<file path="src/hw/rtl/pcx_rle_pixel_decoder_defines.svh">
// ----------------------------------------------------------------------------
// PCX RLE pixel decoder assertion macros
// Shared property forms for the checks at the end of the top level.
// ----------------------------------------------------------------------------
`ifndef PCX_RLE_PIXEL_DECODER_DEFINES_SVH
`define PCX_RLE_PIXEL_DECODER_DEFINES_SVH

// Same-cycle implication, sampled on clk and disabled during reset.
`define PCX_ASSERT_IMPLY(label, cond, expr, msg) \
    label: assert property (@(posedge clk) disable iff (!rst_n) (cond) |-> (expr)) \
        else $error(msg);

// Next-cycle implication, sampled on clk and disabled during reset.
`define PCX_ASSERT_NEXT(label, cond, expr, msg) \
    label: assert property (@(posedge clk) disable iff (!rst_n) (cond) |=> (expr)) \
        else $error(msg);

`endif

</file>
<file path="src/hw/rtl/pcxrle_pkg.sv">
// ----------------------------------------------------------------------------
// PCX RLE decoder package
// Widths, constants and the command and status types shared by the modules.
// ----------------------------------------------------------------------------
package pcxrle_pkg;

    localparam int PIX_W      = 23;
    localparam int RUN_W      = 6;
    localparam int CMD_DEPTH  = 4;
    localparam int CMD_PTR_W  = $clog2(CMD_DEPTH);
    localparam int CMD_CNT_W  = $clog2(CMD_DEPTH + 1);

    localparam logic [PIX_W-1:0] MAX_PIXELS = PIX_W'(4194304);
    localparam logic [7:0]       RUN_FLAG   = 8'hC0;
    localparam logic [7:0]       RUN_MASK   = 8'h3F;

    localparam logic REG_IMAGE_PIXELS = 1'b0;
    localparam logic REG_COMPRESSED   = 1'b1;

    // One decoded run: a value repeated count times, or an overrun report.
    typedef struct packed {
        logic [7:0]       value;
        logic [RUN_W-1:0] count;
        logic             done;
        logic             ovr;
    } cmd_t;

    typedef struct packed {
        logic full;
        logic empty;
    } fifo_stat_t;

endpackage

</file>
<file path="src/hw/rtl/pcxrle_front.sv">
// ----------------------------------------------------------------------------
// PCX RLE front end
// Holds configuration and decode state, classifies each input byte and
// issues one run command for every byte that yields results.
// ----------------------------------------------------------------------------
module pcxrle_front
    import pcxrle_pkg::*;
(
    input  logic             clk,
    input  logic             rst_n,
    input  logic             cfg_we,
    input  logic             cfg_index,
    input  logic [PIX_W-1:0] cfg_data,
    input  logic             accept,
    input  logic [7:0]       data_byte,
    input  logic             new_image,
    output logic             cmd_wr,
    output cmd_t             cmd
);

    logic [PIX_W-1:0] image_pixels_reg;
    logic             compressed_reg;
    logic [PIX_W-1:0] pixels_written_reg, pixels_written_next;
    logic [RUN_W-1:0] run_remaining_reg, run_remaining_next;
    logic             count_pending_reg, count_pending_next;
    logic             stopped_reg, stopped_next;

    logic [PIX_W-1:0] limit;
    logic [PIX_W-1:0] pw_eff;
    logic [RUN_W-1:0] rr_eff;
    logic             cp_eff;
    logic             stop_eff;
    logic [RUN_W-1:0] count;
    logic             has_count;
    logic [PIX_W:0]   sum;

    assign limit = (image_pixels_reg > MAX_PIXELS) ? MAX_PIXELS : image_pixels_reg;

    always_comb
    begin
        pw_eff   = new_image ? '0 : pixels_written_reg;
        rr_eff   = new_image ? '0 : run_remaining_reg;
        cp_eff   = new_image ? 1'b0 : count_pending_reg;
        stop_eff = new_image ? 1'b0 : stopped_reg;

        pixels_written_next = pw_eff;
        run_remaining_next  = rr_eff;
        count_pending_next  = cp_eff;
        stopped_next        = stop_eff;

        count     = '0;
        has_count = 1'b0;
        cmd_wr    = 1'b0;
        cmd.value = data_byte;
        cmd.count = '0;
        cmd.done  = 1'b0;
        cmd.ovr   = 1'b0;

        if (!stop_eff && pw_eff < limit)
        begin
            if (!compressed_reg)
            begin
                count_pending_next = 1'b0;
                run_remaining_next = '0;
                count              = RUN_W'(1);
                has_count          = 1'b1;
            end
            else if (cp_eff)
            begin
                count_pending_next = 1'b0;
                run_remaining_next = '0;
                count              = rr_eff;
                has_count          = 1'b1;
            end
            else if ((data_byte & RUN_FLAG) == RUN_FLAG)
            begin
                run_remaining_next = RUN_W'(data_byte & RUN_MASK);
                count_pending_next = 1'b1;
            end
            else
            begin
                count     = RUN_W'(1);
                has_count = 1'b1;
            end
        end

        sum = {1'b0, pw_eff} + (PIX_W + 1)'(count);

        if (has_count && count != '0)
        begin
            cmd_wr = accept;
            if (sum > {1'b0, limit})
            begin
                // The whole run is dropped and one overrun report goes out.
                stopped_next = 1'b1;
                cmd.value    = '0;
                cmd.count    = RUN_W'(1);
                cmd.ovr      = 1'b1;
            end
            else
            begin
                pixels_written_next = sum[PIX_W-1:0];
                cmd.count           = count;
                cmd.done            = (sum == {1'b0, limit});
            end
        end
    end

    always_ff @(posedge clk or negedge rst_n)
    begin
        if (!rst_n)
        begin
            image_pixels_reg   <= '0;
            compressed_reg     <= 1'b1;
            pixels_written_reg <= '0;
            run_remaining_reg  <= '0;
            count_pending_reg  <= 1'b0;
            stopped_reg        <= 1'b0;
        end
        else
        begin
            if (cfg_we)
            begin
                case (cfg_index)
                    REG_IMAGE_PIXELS: image_pixels_reg <= cfg_data;
                    REG_COMPRESSED:   compressed_reg   <= cfg_data[0];
                    default:          ;
                endcase
            end
            if (accept)
            begin
                pixels_written_reg <= pixels_written_next;
                run_remaining_reg  <= run_remaining_next;
                count_pending_reg  <= count_pending_next;
                stopped_reg        <= stopped_next;
            end
        end
    end

endmodule

</file>
<file path="src/hw/rtl/pcxrle_cmd_fifo.sv">
// ----------------------------------------------------------------------------
// PCX RLE command queue
// Short queue of run commands between the front end and the expander.
// ----------------------------------------------------------------------------
module pcxrle_cmd_fifo
    import pcxrle_pkg::*;
(
    input  logic       clk,
    input  logic       rst_n,
    input  logic       wr,
    input  cmd_t       wr_cmd,
    input  logic       rd,
    output cmd_t       rd_cmd,
    output fifo_stat_t stat
);

    cmd_t                 entry_reg [CMD_DEPTH];
    logic [CMD_PTR_W-1:0] wr_ptr_reg;
    logic [CMD_PTR_W-1:0] rd_ptr_reg;
    logic [CMD_CNT_W-1:0] fill_reg;
    logic                 do_wr;
    logic                 do_rd;

    assign stat.full  = (fill_reg == CMD_CNT_W'(CMD_DEPTH));
    assign stat.empty = (fill_reg == '0);
    assign do_wr      = wr && !stat.full;
    assign do_rd      = rd && !stat.empty;
    assign rd_cmd     = entry_reg[rd_ptr_reg];

    always_ff @(posedge clk)
    begin
        if (do_wr)
        begin
            entry_reg[wr_ptr_reg] <= wr_cmd;
        end
    end

    always_ff @(posedge clk or negedge rst_n)
    begin
        if (!rst_n)
        begin
            wr_ptr_reg <= '0;
            rd_ptr_reg <= '0;
            fill_reg   <= '0;
        end
        else
        begin
            if (do_wr)
            begin
                wr_ptr_reg <= wr_ptr_reg + CMD_PTR_W'(1);
            end
            if (do_rd)
            begin
                rd_ptr_reg <= rd_ptr_reg + CMD_PTR_W'(1);
            end
            if (do_wr && !do_rd)
            begin
                fill_reg <= fill_reg + CMD_CNT_W'(1);
            end
            else if (do_rd && !do_wr)
            begin
                fill_reg <= fill_reg - CMD_CNT_W'(1);
            end
        end
    end

endmodule

</file>
<file path="src/hw/rtl/pcxrle_back.sv">
// ----------------------------------------------------------------------------
// PCX RLE run expander
// Expands the head command into one result per cycle while results are
// taken, holding the oldest result in an output register until taken.
// ----------------------------------------------------------------------------
module pcxrle_back
    import pcxrle_pkg::*;
(
    input  logic       clk,
    input  logic       rst_n,
    input  cmd_t       cmd,
    input  logic       cmd_empty,
    output logic       cmd_rd,
    input  logic       pop,
    output logic       empty,
    output logic [7:0] pixel_value,
    output logic       pixel_valid,
    output logic       last_of_run,
    output logic       image_done,
    output logic       overrun
);

    logic             out_valid_reg;
    logic [RUN_W-1:0] emitted_reg;
    logic             load;
    logic             last;
    logic [7:0]       value_reg;
    logic             valid_reg;
    logic             last_reg;
    logic             done_reg;
    logic             ovr_reg;

    assign load   = !cmd_empty && (!out_valid_reg || pop);
    assign last   = (emitted_reg + RUN_W'(1)) == cmd.count;
    assign cmd_rd = load && last;

    assign empty       = !out_valid_reg;
    assign pixel_value = value_reg;
    assign pixel_valid = valid_reg;
    assign last_of_run = last_reg;
    assign image_done  = done_reg;
    assign overrun     = ovr_reg;

    always_ff @(posedge clk)
    begin
        if (load)
        begin
            value_reg <= cmd.value;
            valid_reg <= !cmd.ovr;
            last_reg  <= last;
            done_reg  <= cmd.done && last;
            ovr_reg   <= cmd.ovr;
        end
    end

    always_ff @(posedge clk or negedge rst_n)
    begin
        if (!rst_n)
        begin
            out_valid_reg <= 1'b0;
            emitted_reg   <= '0;
        end
        else
        begin
            if (load)
            begin
                out_valid_reg <= 1'b1;
                emitted_reg   <= last ? '0 : emitted_reg + RUN_W'(1);
            end
            else if (pop)
            begin
                out_valid_reg <= 1'b0;
            end
        end
    end

endmodule

</file>
<file path="src/hw/rtl/pcx_rle_pixel_decoder.sv">
// Path: an accepted byte writes its run command into the command queue, and
// the head command loads the result register once that is free or popped.
// Throughput: one input byte per cycle for literals and raw data; a run of n
// pixels is shown one result at a time from the single result register, and
// the input stalls once the four-entry command queue fills.
// Reset clears decode state, queue and output; compressed mode, image size zero.
// ----------------------------------------------------------------------------
// PCX RLE pixel decoder
// Decodes an 8-bit PCX image stream into pixel bytes, at most one per result.
// ----------------------------------------------------------------------------
`include "pcx_rle_pixel_decoder_defines.svh"

module pcx_rle_pixel_decoder
    import pcxrle_pkg::*;
(
    input  logic             clk,
    input  logic             rst_n,
    input  logic             cfg_we,
    input  logic             cfg_index,
    input  logic [PIX_W-1:0] cfg_data,
    input  logic             push,
    output logic             full,
    input  logic [7:0]       data_byte,
    input  logic             new_image,
    input  logic             pop,
    output logic             empty,
    output logic [7:0]       pixel_value,
    output logic             pixel_valid,
    output logic             last_of_run,
    output logic             image_done,
    output logic             overrun
);

    logic       accept;
    logic       cmd_wr;
    cmd_t       wr_cmd;
    cmd_t       head_cmd;
    logic       cmd_rd;
    fifo_stat_t fifo_stat;

    assign full   = fifo_stat.full;
    assign accept = push && !fifo_stat.full;

    pcxrle_front u_front (
        .clk       (clk),
        .rst_n     (rst_n),
        .cfg_we    (cfg_we),
        .cfg_index (cfg_index),
        .cfg_data  (cfg_data),
        .accept    (accept),
        .data_byte (data_byte),
        .new_image (new_image),
        .cmd_wr    (cmd_wr),
        .cmd       (wr_cmd)
    );

    pcxrle_cmd_fifo u_fifo (
        .clk    (clk),
        .rst_n  (rst_n),
        .wr     (cmd_wr),
        .wr_cmd (wr_cmd),
        .rd     (cmd_rd),
        .rd_cmd (head_cmd),
        .stat   (fifo_stat)
    );

    pcxrle_back u_back (
        .clk         (clk),
        .rst_n       (rst_n),
        .cmd         (head_cmd),
        .cmd_empty   (fifo_stat.empty),
        .cmd_rd      (cmd_rd),
        .pop         (pop),
        .empty       (empty),
        .pixel_value (pixel_value),
        .pixel_valid (pixel_valid),
        .last_of_run (last_of_run),
        .image_done  (image_done),
        .overrun     (overrun)
    );

    // A command must never be issued into a full queue.
    `PCX_ASSERT_IMPLY(a_no_write_when_full, fifo_stat.full, !cmd_wr, "command written while full")
    // The image can only complete on the final pixel of a run.
    `PCX_ASSERT_IMPLY(a_done_on_last, !empty && image_done, pixel_valid && last_of_run, "image_done off run end")
    // An overrun report carries no pixel and closes its byte.
    `PCX_ASSERT_IMPLY(a_overrun_form, !empty && overrun, !pixel_valid && last_of_run && !image_done, "bad overrun item")
    // With an empty queue and a taken result, nothing is left to show.
    `PCX_ASSERT_NEXT(a_drain, fifo_stat.empty && !cmd_wr && pop, empty, "result appeared from empty queue")

endmodule

</file>
<file path="config.mk">
export PLATFORM = sky130hd
export DESIGN_NAME = pcx_rle_pixel_decoder
export DESIGN_NICKNAME = d
export VERILOG_FILES = /design/src/hw/rtl/pcxrle_pkg.sv /design/src/hw/rtl/pcxrle_front.sv /design/src/hw/rtl/pcxrle_cmd_fifo.sv /design/src/hw/rtl/pcxrle_back.sv /design/src/hw/rtl/pcx_rle_pixel_decoder.sv
export VERILOG_INCLUDE_DIRS = /design/src /design/src/hw/rtl
export SDC_FILE = /design/constraint.sdc
export NUM_CORES = 1
export LEC_CHECK = 0
export ABC_AREA = 1
export BUFFER_PORTS_ARGS = -buffer_cell sky130_fd_sc_hd__buf_2
export CAP_MARGIN = 20
export CORE_MARGIN = 3
export CORE_UTILIZATION = 55
export CTS_BUF_LIST = sky130_fd_sc_hd__clkbuf_4 sky130_fd_sc_hd__clkbuf_8
export DETAILED_ROUTE_END_ITERATION = 7
export GPL_ROUTABILITY_DRIVEN = 0
export PLACE_DENSITY = 0.76
export SETUP_SLACK_MARGIN = 0.05
export SYNTH_ARGS = -nofsm -noshare
export SYNTH_HDL_FRONTEND = slang
export SYNTH_SLANG_ARGS = --single-unit
</file>
<file path="constraint.sdc">
create_clock -name clk -period 5.97 [get_ports clk]
set_input_delay 0.8955 -clock clk [delete_from_list [all_inputs] [get_ports clk]]
set_output_delay 0.8955 -clock clk [all_outputs]
set_load 0.02 [all_outputs]
</file>
# Word-level counts from Yosys, hierarchy flattened
# Memories as Yosys holds them, arrays and structs flattened.
# Index checks and enable logic that the tools add are counted.
[word_totals]
reg_bits = 81
latchBits = 0
ram_bits = 64
romBits = 0
inputBits = 38
out_inout_bits = 14
word_cells = 93
n_memories = 1
[mem_list]
columns = ["memory", "words", "word_bits", "rd", "rd_clocked_by_memory_dff", "wr", "line", "text"]
rows = [
  ["u_fifo.entry_reg", 4, 16, 1, 0, 1, "pcxrle_cmd_fifo.sv:17", "cmd_t entry_reg [CMD_DEPTH];"],
]
[classes]
add_sub_neg = 6
mul = 0
div = 0
magnitude_cmp = 3
eq_ne = 4
shift = 0
muxes = 38
n_bitwise = 1
reduce_logical = 24
[ops]
columns = ["cell", "count"]
rows = [
  ["23-bit 2-to-1 mux", 4],
  ["6-bit 2-to-1 mux", 10],
  ["23-bit by 6-bit adder with 24-bit output", 1],
  ["24-bit by 23-bit == test with 1-bit output", 1],
  ["24-bit by 23-bit greater-than comparator with 1-bit output", 1],
  ["23-bit greater-than comparator (second input constant)", 1],
  ["23-bit < comparator", 1],
  ["1-bit 2-to-1 mux", 20],
  ["16-bit 2-to-1 mux", 1],
  ["1-bit logical AND", 10],
  ["8-bit 2-to-1 mux", 1],
  ["1-bit zero test", 7],
  ["6-bit by 1-bit adder with 6-bit output (second input constant)", 1],
  ["6-bit == test", 1],
  ["3-bit 2-to-1 mux", 2],
  ["6-bit nonzero test", 1],
  ["2-bit by 1-bit adder with 2-bit output (second input constant)", 2],
  ["2-bit AND reduction", 2],
  ["2-bit nonzero test", 2],
  ["3-bit by 1-bit adder with 3-bit output (second input constant)", 1],
  ["3-bit == test (second input constant)", 1],
  ["3-bit zero test", 1],
  ["3-bit by 1-bit subtractor with 3-bit output (second input constant)", 1],
  ["2-bit == test (second input constant)", 1],
  ["other kinds (2)", 2],
]

# Depth between registers and ports, before layout
# Gate-level depths: netlist of run 1.
[logic_depth]
depth_word = 13
mapped_depth = 46
mapped_depth_nobuf = 44

# Cells and area by module
# Synthesis of run 1 repeated with hierarchy kept, for this count alone.
[unflattened]
hier_cells = 1062
hier_area_um2 = 8852.2
[modules_own_cells]
columns = ["module", "instances", "cells_per_inst", "area_per_inst_um2", "seq_area_each_um2"]
rows = [
  ["pcxrle_front", 1, 705, 4878.4, 1377.6],
  ["pcxrle_cmd_fifo", 1, 248, 3022.9, 2097.0],
  ["pcxrle_back", 1, 107, 940.9, 535.5],
  ["pcx_rle_pixel_decoder", 1, 2, 10.0, 0.0],
]

# Worst setup path after synthesis of run 1
# OpenSTA, ideal clock, no wires.
[synth_path]
kind = "reg-to-reg"
from = "reg u_front.image_pixels_reg[6]"
to = "mem u_fifo.entry_reg[0][2] (netlist name), data pin"
setup_time_ns = 0.269
arrival_ns = 5.540
required_ns = 5.701
setup_slack_ns = 0.161
stages_incl_launch_ff = 37
n_path_buf = 1
synth_period_minus_slack_ns = 5.809
path_cell_list = "dfrtp_1 -> or4_1 -> nor2_1 -> and3_1 -> nand3_1 -> nand2_1 -> clkbuf_1 -> nand2_1 -> ha_1 -> a21o_1 -> nor2_1 -> nand2_1 -> a21oi_4 -> nand2_4 -> nor2_1 -> inv_1 -> a21oi_1 -> ha_1 -> inv_1 -> fa_1 -> inv_1 -> nand3_1 -> nand2_1 -> xor2_1 -> inv_1 -> ha_1 -> nand2_1 -> inv_1 -> nand3_1 -> a31oi_1 -> a2111oi_0 -> o211ai_2 -> inv_2 -> nand2_4 -> nand3_2 -> inv_2 -> or2_2"
[synth_rtl]
columns = ["item", "line", "text"]
rows = [
  ["start: declaration", "pcxrle_front.sv:21", "logic [PIX_W-1:0] image_pixels_reg;"],
  ["start signal: assignment", "pcxrle_front.sv:125", "REG_IMAGE_PIXELS: image_pixels_reg <= cfg_data;"],
  ["end: declaration", "pcxrle_cmd_fifo.sv:17", ""],
]

# Worst setup path in the final report of run 1
[layout_path]
from = "reg u_front.image_pixels_reg[10]"
to = "reg u_front.pixels_written_reg[11]"
[layout_via]
elab_chain_cells = 9
word_cells_on_any_way = 12
cone_classes = "1 x add/sub; 3 x order compare; 5 x mux; 3 x reduce/logical"
[layout_rtl]
columns = ["item", "line", "text"]
rows = [
  ["23-bit greater-than comparator", "pcxrle_front.sv:37", "assign limit = (image_pixels_reg > MAX_PIXELS) ? MAX_PIXELS : image_pixels_reg;"],
  ["23-bit 2-to-1 mux (*)", "pcxrle_front.sv:37", ""],
  ["23-bit < comparator", "pcxrle_front.sv:59", "if (!stop_eff && pw_eff < limit)"],
  ["1-bit logical AND", "pcxrle_front.sv:59", ""],
  ["6-bit 2-to-1 mux", "pcxrle_front.sv:59", ""],
  ["23-bit by 6-bit adder with 24-bit output", "pcxrle_front.sv:87", "sum = {1'b0, pw_eff} + (PIX_W + 1)'(count);"],
  ["24-bit by 23-bit greater-than comparator with 1-bit output", "pcxrle_front.sv:92", "if (sum > {1'b0, limit})"],
  ["23-bit 2-to-1 mux", "pcxrle_front.sv:92", ""],
  ["23-bit 2-to-1 mux (*)", "pcxrle_front.sv:89", "if (has_count && count != '0)"],
  ["end signal: assignment", "pcxrle_front.sv:132", "pixels_written_reg <= pixels_written_next;"],
  ["end: declaration", "pcxrle_front.sv:23", "logic [PIX_W-1:0] pixels_written_reg, pixels_written_next;"],
]
# Every way passes the cells marked *; elsewhere a longest branch is shown, timed or not.
# A chain may end at the register's enable or synchronous reset.

==> results by group, run 1 <==
Worst setup path
  • CP startpoint kind: register
  • Slowest cell on the critical path: or4_4
  • Crit path DAT: 6.73 ns
  • Max FO, Critical Path: 6
  • CP Capture Type: register
  • Critical Path RT: 6.32 ns
  • Kind of critical path: register to register
  • Largest stage delay, worst path: 0.54 ns
  • Reg2Reg Setup Slack: -0.41 ns

Clock network
  • CTS sink count: 145
  • Clk buf depth: 2
  • Clock slew at reported path FFs: 0.09 ns
  • Clock root buffer: clkbuf_8
  • CTS buffer count: 17
  • CTS tree: done
  • H-tree Lvls: 4
  • Clk_lat worst skew: 0.46 ns

Die
  • Total die area: 0.0171 mm²
  • Core area: 0.0149 mm²
  • Die height: 131 µm
  • Die X: 131 µm
  • Starting Density: 57.7%
  • Row cnt: 44
  • IO Count: 52

Global routing
  • Top Usage Layer GRT: met2
  • Largest net degree at the start of global routing: 70
  • Met1 GRT Util: 30.3%
  • First-pass GRT wire length: 33.5 mm
  • Grt met2 use: 43.9%
  • Vias in the first global route: 7092
  • Congestion Overflow GR: 0
  • Initial antenna violation count: 0
  • GRT met3 Usage: 4.76%
  • Gr usage total: 25.2%

Yosys
  • Synthesized Nets: 1076
  • Post-synthesis simple-gate area fraction: 22.1%
  • Synth Flop Type: edfxtp_1
  • Seq/Total Area, Yosys: 46.8%
  • Synth async-reset ratio: 47.6%
  • Synthesized cell area: 0.00857 mm²
  • Complex-gate fraction of the synthesized area: 8.31%
  • Post-synth EDFFs: 76
  • Main combinational cell family by area after synthesis: simple AND/OR/NAND/NOR gates
  • Mux share of post-synthesis cell area: 2.76%
  • Mapped Cells: 980
  • Synth warnings: 0
  • Yosys cell types: 47
  • Post-synthesis adder-cell area fraction: 8.64%
  • Mean post-synth cell area: 8.74 µm²
  • Yosys reg bits: 145
  • Post-synthesis xor/xnor area fraction: 3.17%

Final layout
  • Largest register FFs: 64
  • Post-Route Utilization: 74.5%
  • Final Cell Area: 0.0111 mm²
  • Layout cells sized above 1: 31.5%
  • NumNets Final: 1237
  • Inserted Diodes: 0
  • Synthesis-to-layout area growth: 29.3%
  • Fin cells: 1338

Job
  • Max-cap violation count: 0

Timing
  • Fin crit share: 107%
  • Max_slew headroom: 36.4%
  • Fmax: 157 MHz
  • Clk_skew: 0.0138 ns
  • Minimum clock period after layout: 6.38 ns
  • Post-route worst setup slack: -0.413 ns
  • Hold Vio Cnt, Final: 0
  • Final setup vio count: 88
  • Setup TNS: -23.95 ns
  • Fin. max-slew vios: 0
  • Worst-margin pin slew: 0.953 ns
  • Hold Slack: 0.483 ns
  • RSZ-0062 raised after global routing: true

Placed design
  • Port bufs: 51
  • Post-DP Area: 0.00967 mm²
  • Post-placement cell count: 1283
  • Post-DP HPWL: 14.4 mm
  • Pre-CTS WS: -0.381 ns

Pwr
  • Ratio of total power to cell area: 445 mW/mm²
  • Peak supply drop: 309 µV
  • Static leakage: 5.27 nW
  • Overall Power: 4.93 mW

Detailed routing
  • Via/cell ratio: 5.69
  • Wirelength, routed: 23.5 mm
  • Vias: 7617
  • Post-route ant nets: 0
  • DRC: 0
  • TritonRoute pass-1 iters: 6
  • Initial DRC count: 631
  • Per-cell routed wire length: 17.5 µm

Outcome
  • Status: complete, but fails checks
  • Failing checks: setup timing

Worst hold path
  • Worst min-delay path class: register to register
where the power goes:
part	internal (mW)	total, mW	switching, mW	leakage, nW
sequential	1.40	1.54	0.144	1.55
combinational	1.01	2.57	1.56	3.50
clock	0.425	0.822	0.396	0.212
total	2.83	4.93	2.10	5.27
layout by cell type (no fill, tap or decap), drive strengths merged, types with 3 or more instances in the layout:
cell | netlist | layout
a21oi | 32 | 32
a22oi | 5 | 5
a31oi | 4 | 4
buf | 12 | 170
bufinv | 0 | 3
clkbuf | 17 | 19
clkinv | 0 | 5
dfrtp | 68 | 68
edfxtp | 76 | 76
ha | 56 | 56
inv | 146 | 152
mux2 | 21 | 21
nand2 | 207 | 207
nand3 | 70 | 70
nand3b | 3 | 3
nand4 | 8 | 8
nor2 | 104 | 104
nor3 | 20 | 20
nor4 | 9 | 9
o211ai | 9 | 9
o21ai | 51 | 51
o22ai | 14 | 14
xnor2 | 5 | 5
xor2 | 26 | 26
metal layers:
layer,vias to the layer above,routed length [µm]
li1,3567,-
met1,3577,8770
met2,370,11900
met3,103,1570
met4,0,1250
met5,-,0
critical path: cells and delay by family, from the launching register on:
kind,cells,cell delay (ns)
buffers and inverters,8,0.93
xor gates and xnor gates,1,0.20
DFF,1,0.39
adders and majority gates,3,0.84
and+or+nand+nor,25,3.90
cell usage after synthesis, types with 2 or more instances:
master	count	share of area, %
a21o_1	2	0.18
a21oi_1	31	1.8
a22oi_1	5	0.44
a31oi_1	4	0.29
and3_1	2	0.15
buf_2	4	0.23
buf_4	4	0.35
buf_6	3	0.39
clkbuf_1	17	0.74
dfrtp_1	68	20
edfxtp_1	76	27
fa_1	2	0.47
ha_1	56	8.2
inv_1	139	6.1
inv_2	5	0.22
inv_4	2	0.15
mux2_2	21	2.8
nand2_1	198	8.7
nand2_2	4	0.29
nand2_4	5	0.66
nand3_1	67	3.9
nand3_2	3	0.35
nand3b_1	3	0.26
nand4_1	7	0.51
nor2_1	100	4.4
nor2_2	3	0.22
nor3_1	19	1.1
nor4_1	6	0.44
nor4_2	3	0.44
o211ai_1	8	0.70
o21a_1	2	0.18
o21ai_0	51	3.0
o21bai_1	2	0.18
o22ai_1	14	1.0
or2_2	2	0.15
or4_1	2	0.18
xnor2_1	5	0.51
xor2_1	26	2.7
what timing repair did:
item | CTS | global route
pin swaps | 18 | 41
endpoints found under the setup margin | 88 | 88
cloned | 3 | 1
hold buffers | 0 | 0
setup buffers | 13 | 8
resized for setup | 70 | 85
worst paths after layout:
path	startpoint	endpoint	depth (start not counted)
hold reg to reg	u_front.pixels_written_reg[5]	u_front.pixels_written_reg[5]	2
min in group asynchronous	rst_n	u_fifo.rd_ptr_reg[1]	1
max in group asynchronous	rst_n	u_front.run_remaining_reg[0]	1
hold / removal	u_front.pixels_written_reg[5]	u_front.pixels_written_reg[5]	2
setup / recovery	u_front.image_pixels_reg[10]	u_front.pixels_written_reg[11]	37
setup reg to reg	u_front.image_pixels_reg[10]	u_front.pixels_written_reg[11]	37
area by class of cell:
class	instances	area (µm²)
multi-input cells	660	4600
fillers	933	3780
well taps	184	230
flip-flops and latches	145	4010
clock inverters	14	176
repair buffers	171	1270
inverters	146	558
clock buffers	18	241
cells by family (layout without fill, tap and decap cells):
logic type,after synthesis,count (layout)
AO/OA/AOI/OAI,123,123
XOR/XNOR,31,31
adder cells (fa/ha/maj),58,58
buffers and inverters,175,349
flip-flops,145,145
multiplexers,21,21
AND/OR/NAND/NOR,427,427
No activity file was read; power rests on OpenSTA's default activity.
==> run 2, diff against run 1 <==
Settings changed: HOLD_SLACK_MARGIN from default to 0.15, PLACE_DENSITY 0.76 to 0.74.
==> run 2 against run 1 <==
  * Combinational power up 5%
  * Fmax down 1.3%
  * Worst hold slack better by 0.0063 ns
  * Via count up 4.5%
  * Register-to-register slack worse by 0.08 ns
  * Critical path type unchanged
  * Worst setup slack worse by 0.084 ns
  * Sequential share of layout area down 0.40 points
  * The flow finishes with violations (DRC, setup timing)
  * Global-route usage up 1.2 points
  * Clock skew up 0.0049 ns
  * Critical endpoint is now u_front.pixels_written_reg[10]
  * Clock-buffer cell count down 1
  * Flip-flop and latch count unchanged
  * Design area up 1.1%
==> results by group, run 2 (synthesis results as in run 1) <==
Die
  • Row cnt: 44
  • IO Count: 52
  • Total die area: 0.0171 mm²
  • Core area: 0.0149 mm²
  • Starting Density: 57.7%
  • Die height: 131 µm
  • Die X: 131 µm

Worst setup path
  • Reg2reg end: u_front.pixels_written_reg[10]
  • Crit path DAT: 6.87 ns
  • FF-to-FF path depth: 40
  • CP Capture Type: register
  • Kind of critical path: register to register
  • Critical Path RT: 6.38 ns
  • RR Startpoint: u_front.image_pixels_reg[9]
  • Reg2Reg Setup Slack: -0.50 ns
  • Largest stage delay, worst path: 0.55 ns
  • CP startpoint kind: register
  • Slowest cell on the critical path: or4_4
  • Max FO, Critical Path: 8

Timing
  • Worst-margin pin slew: 0.951 ns
  • RSZ-0062 raised after global routing: true
  • Clk_skew: 0.0187 ns
  • Final setup vio count: 84
  • Fin crit share: 108%
  • Hold Vio Cnt, Final: 0
  • Post-route worst setup slack: -0.497 ns
  • Minimum clock period after layout: 6.47 ns
  • Fin. max-slew vios: 0
  • Max_slew headroom: 36.5%
  • Fmax: 155 MHz

Final layout
  • Most common cell after layout, fill and taps aside: nand2_1
  • Synthesis-to-layout area growth: 30.7%
  • Most frequent cells in the layout: nand2_1, inv_1, buf_4
  • Largest register FFs: 64
  • Multi-input logic area: 0.00465 mm²
  • Layout cells sized above 1: 32.9%
  • Fill count: 980
  • Final Cell Area: 0.0112 mm²
  • NumNets Final: 1244
  • Inserted Diodes: 0
  • Storage cell area: 0.00401 mm²
  • Fin cells: 1345

Global routing
  • Initial antenna violation count: 0
  • Congestion Overflow GR: 0
  • First-pass GRT wire length: 34.9 mm
  • Gr usage total: 26.5%
  • Vias in the first global route: 7176
  • Largest net degree at the start of global routing: 70

Clock network
  • Clock root buffer: clkbuf_8
  • CTS buffer count: 17
  • Clock slew at reported path FFs: 0.10 ns
  • Hold_buf cts: 0
  • Clk buf depth: 2
  • Clk_lat worst skew: 0.47 ns
  • CTS tree: done
  • H-tree Lvls: 4
  • CTS sink count: 145

Detailed routing
  • Per-cell routed wire length: 18.7 µm
  • Post-route ant nets: 0
  • Wirelength, routed: 25.2 mm
  • Initial DRC count: 879
  • DRC: 4
  • Via/cell ratio: 5.92
  • TritonRoute pass-1 iters: 8
  • Vias: 7961

Outcome
  • Failing checks: DRC, setup timing
  • Status: complete, but fails checks

Placed design
  • Post-placement cell count: 1281
  • Port bufs: 51
  • Post-DP HPWL: 14.5 mm
  • Post-DP Area: 0.00968 mm²

Worst hold path
  • Hold Crit Depth: 2
  • Min-Delay Startpoint: u_front.pixels_written_reg[8]
  • Hold EP: u_front.pixels_written_reg[8]
  • Worst min-delay path class: register to register

Pwr
  • Peak supply drop: 264 µV
  • Static leakage: 5.29 nW
  • Overall Power: 4.98 mW
  • Ratio of total power to cell area: 445 mW/mm²

Job
  • Max-cap violation count: 0
==> run 2: cell types whose count changed in the layout (fill, tap and decap cells not counted), moves of 4 or more <==
cell        previous run  this run
buf_4                106       110
xor2_2                 4         8
ha_4                  21        17
clkinvlp_4             0         5
nor2_1                91        86
inv_2                 12        16
nand3_2               13         9
nor2_4                 5        11
==> run 2: layout make-up <==
cell class / instances / share of cell area (%)
Inverter: 146 / 4.98
Multi-Input combinational cell: 660 / 41.5
Sequential cell: 145 / 35.8
Clock buffer: 17 / 2.09
Clock inverter: 15 / 1.25
Tap cell: 184 / 2.05
Timing Repair Buffer: 178 / 12.4
==> run 2: worst max path at each step <==
stage | end | slack, ns | depth (start not counted) | startpoint
2_1_floorplan | u_fifo.entry_reg[0][2] | 0.16 | 36 | u_front.image_pixels_reg[6]
3_3_place_gp | u_fifo.entry_reg[3][6] | -0.19 | 38 | u_front.image_pixels_reg[10]
3_5_place_dp | u_fifo.entry_reg[3][6] | -0.39 | 41 | u_front.image_pixels_reg[6]
4_1_cts | u_fifo.entry_reg[0][6] | -0.11 | 38 | u_front.image_pixels_reg[10]
5_1_grt | u_fifo.entry_reg[1][5] | -0.69 | 38 | u_front.image_pixels_reg[9]
6_report | u_front.pixels_written_reg[10] | -0.50 | 40 | u_front.image_pixels_reg[9]
==> run 2: metal layers <==
metal / vias up / track usage (%) / routed length, µm
met2: 514 / 45.6 / 12400
met4: 0 / 13.2 / 1700
met3: 151 / 4.96 / 1960
met5: - / 0 / 0
met1: 3713 / 31.8 / 9180
li1: 3583 / - / -
==> run 2: critical path: cells and delay by family, from the launching register on <==
kind / cells / cell delay (ns)
simple gates: 24 / 3.34
fa+ha+maj: 3 / 0.91
compound gates: 6 / 0.87
buf+inv: 6 / 0.64
flops: 1 / 0.39
xor+xnor: 1 / 0.23
==> run 2: report_power, final <==
group | switching [mW] | internal (mW)
clock | 0.445 | 0.305
combinational | 1.62 | 1.07
sequential | 0.147 | 1.40
total | 2.21 | 2.77
==> run 2: through the flow <==
step | setup WS [ns] | TNS (ns) | utilization (%) | hold WS [ns]
after floorplan | 0.161 | 0 | - | 0.449
after global placement | -0.189 | -8.78 | 65.1 | 0.464
after detailed placement | -0.388 | -22.78 | 65.1 | 0.466
after CTS | -0.113 | -3.91 | 71.3 | 0.489
after global routing | -0.686 | -46.26 | 75.4 | 0.521
final | -0.497 | -30.80 | 75.4 | 0.489
==> run 2: repair_timing <==
item                       in CTS  in global routing
buffers inserted               14                 14
setup endpoints to repair      88                 88
gates resized for setup        74                104
gates cloned                    4                  2
pin swaps                      30                 62
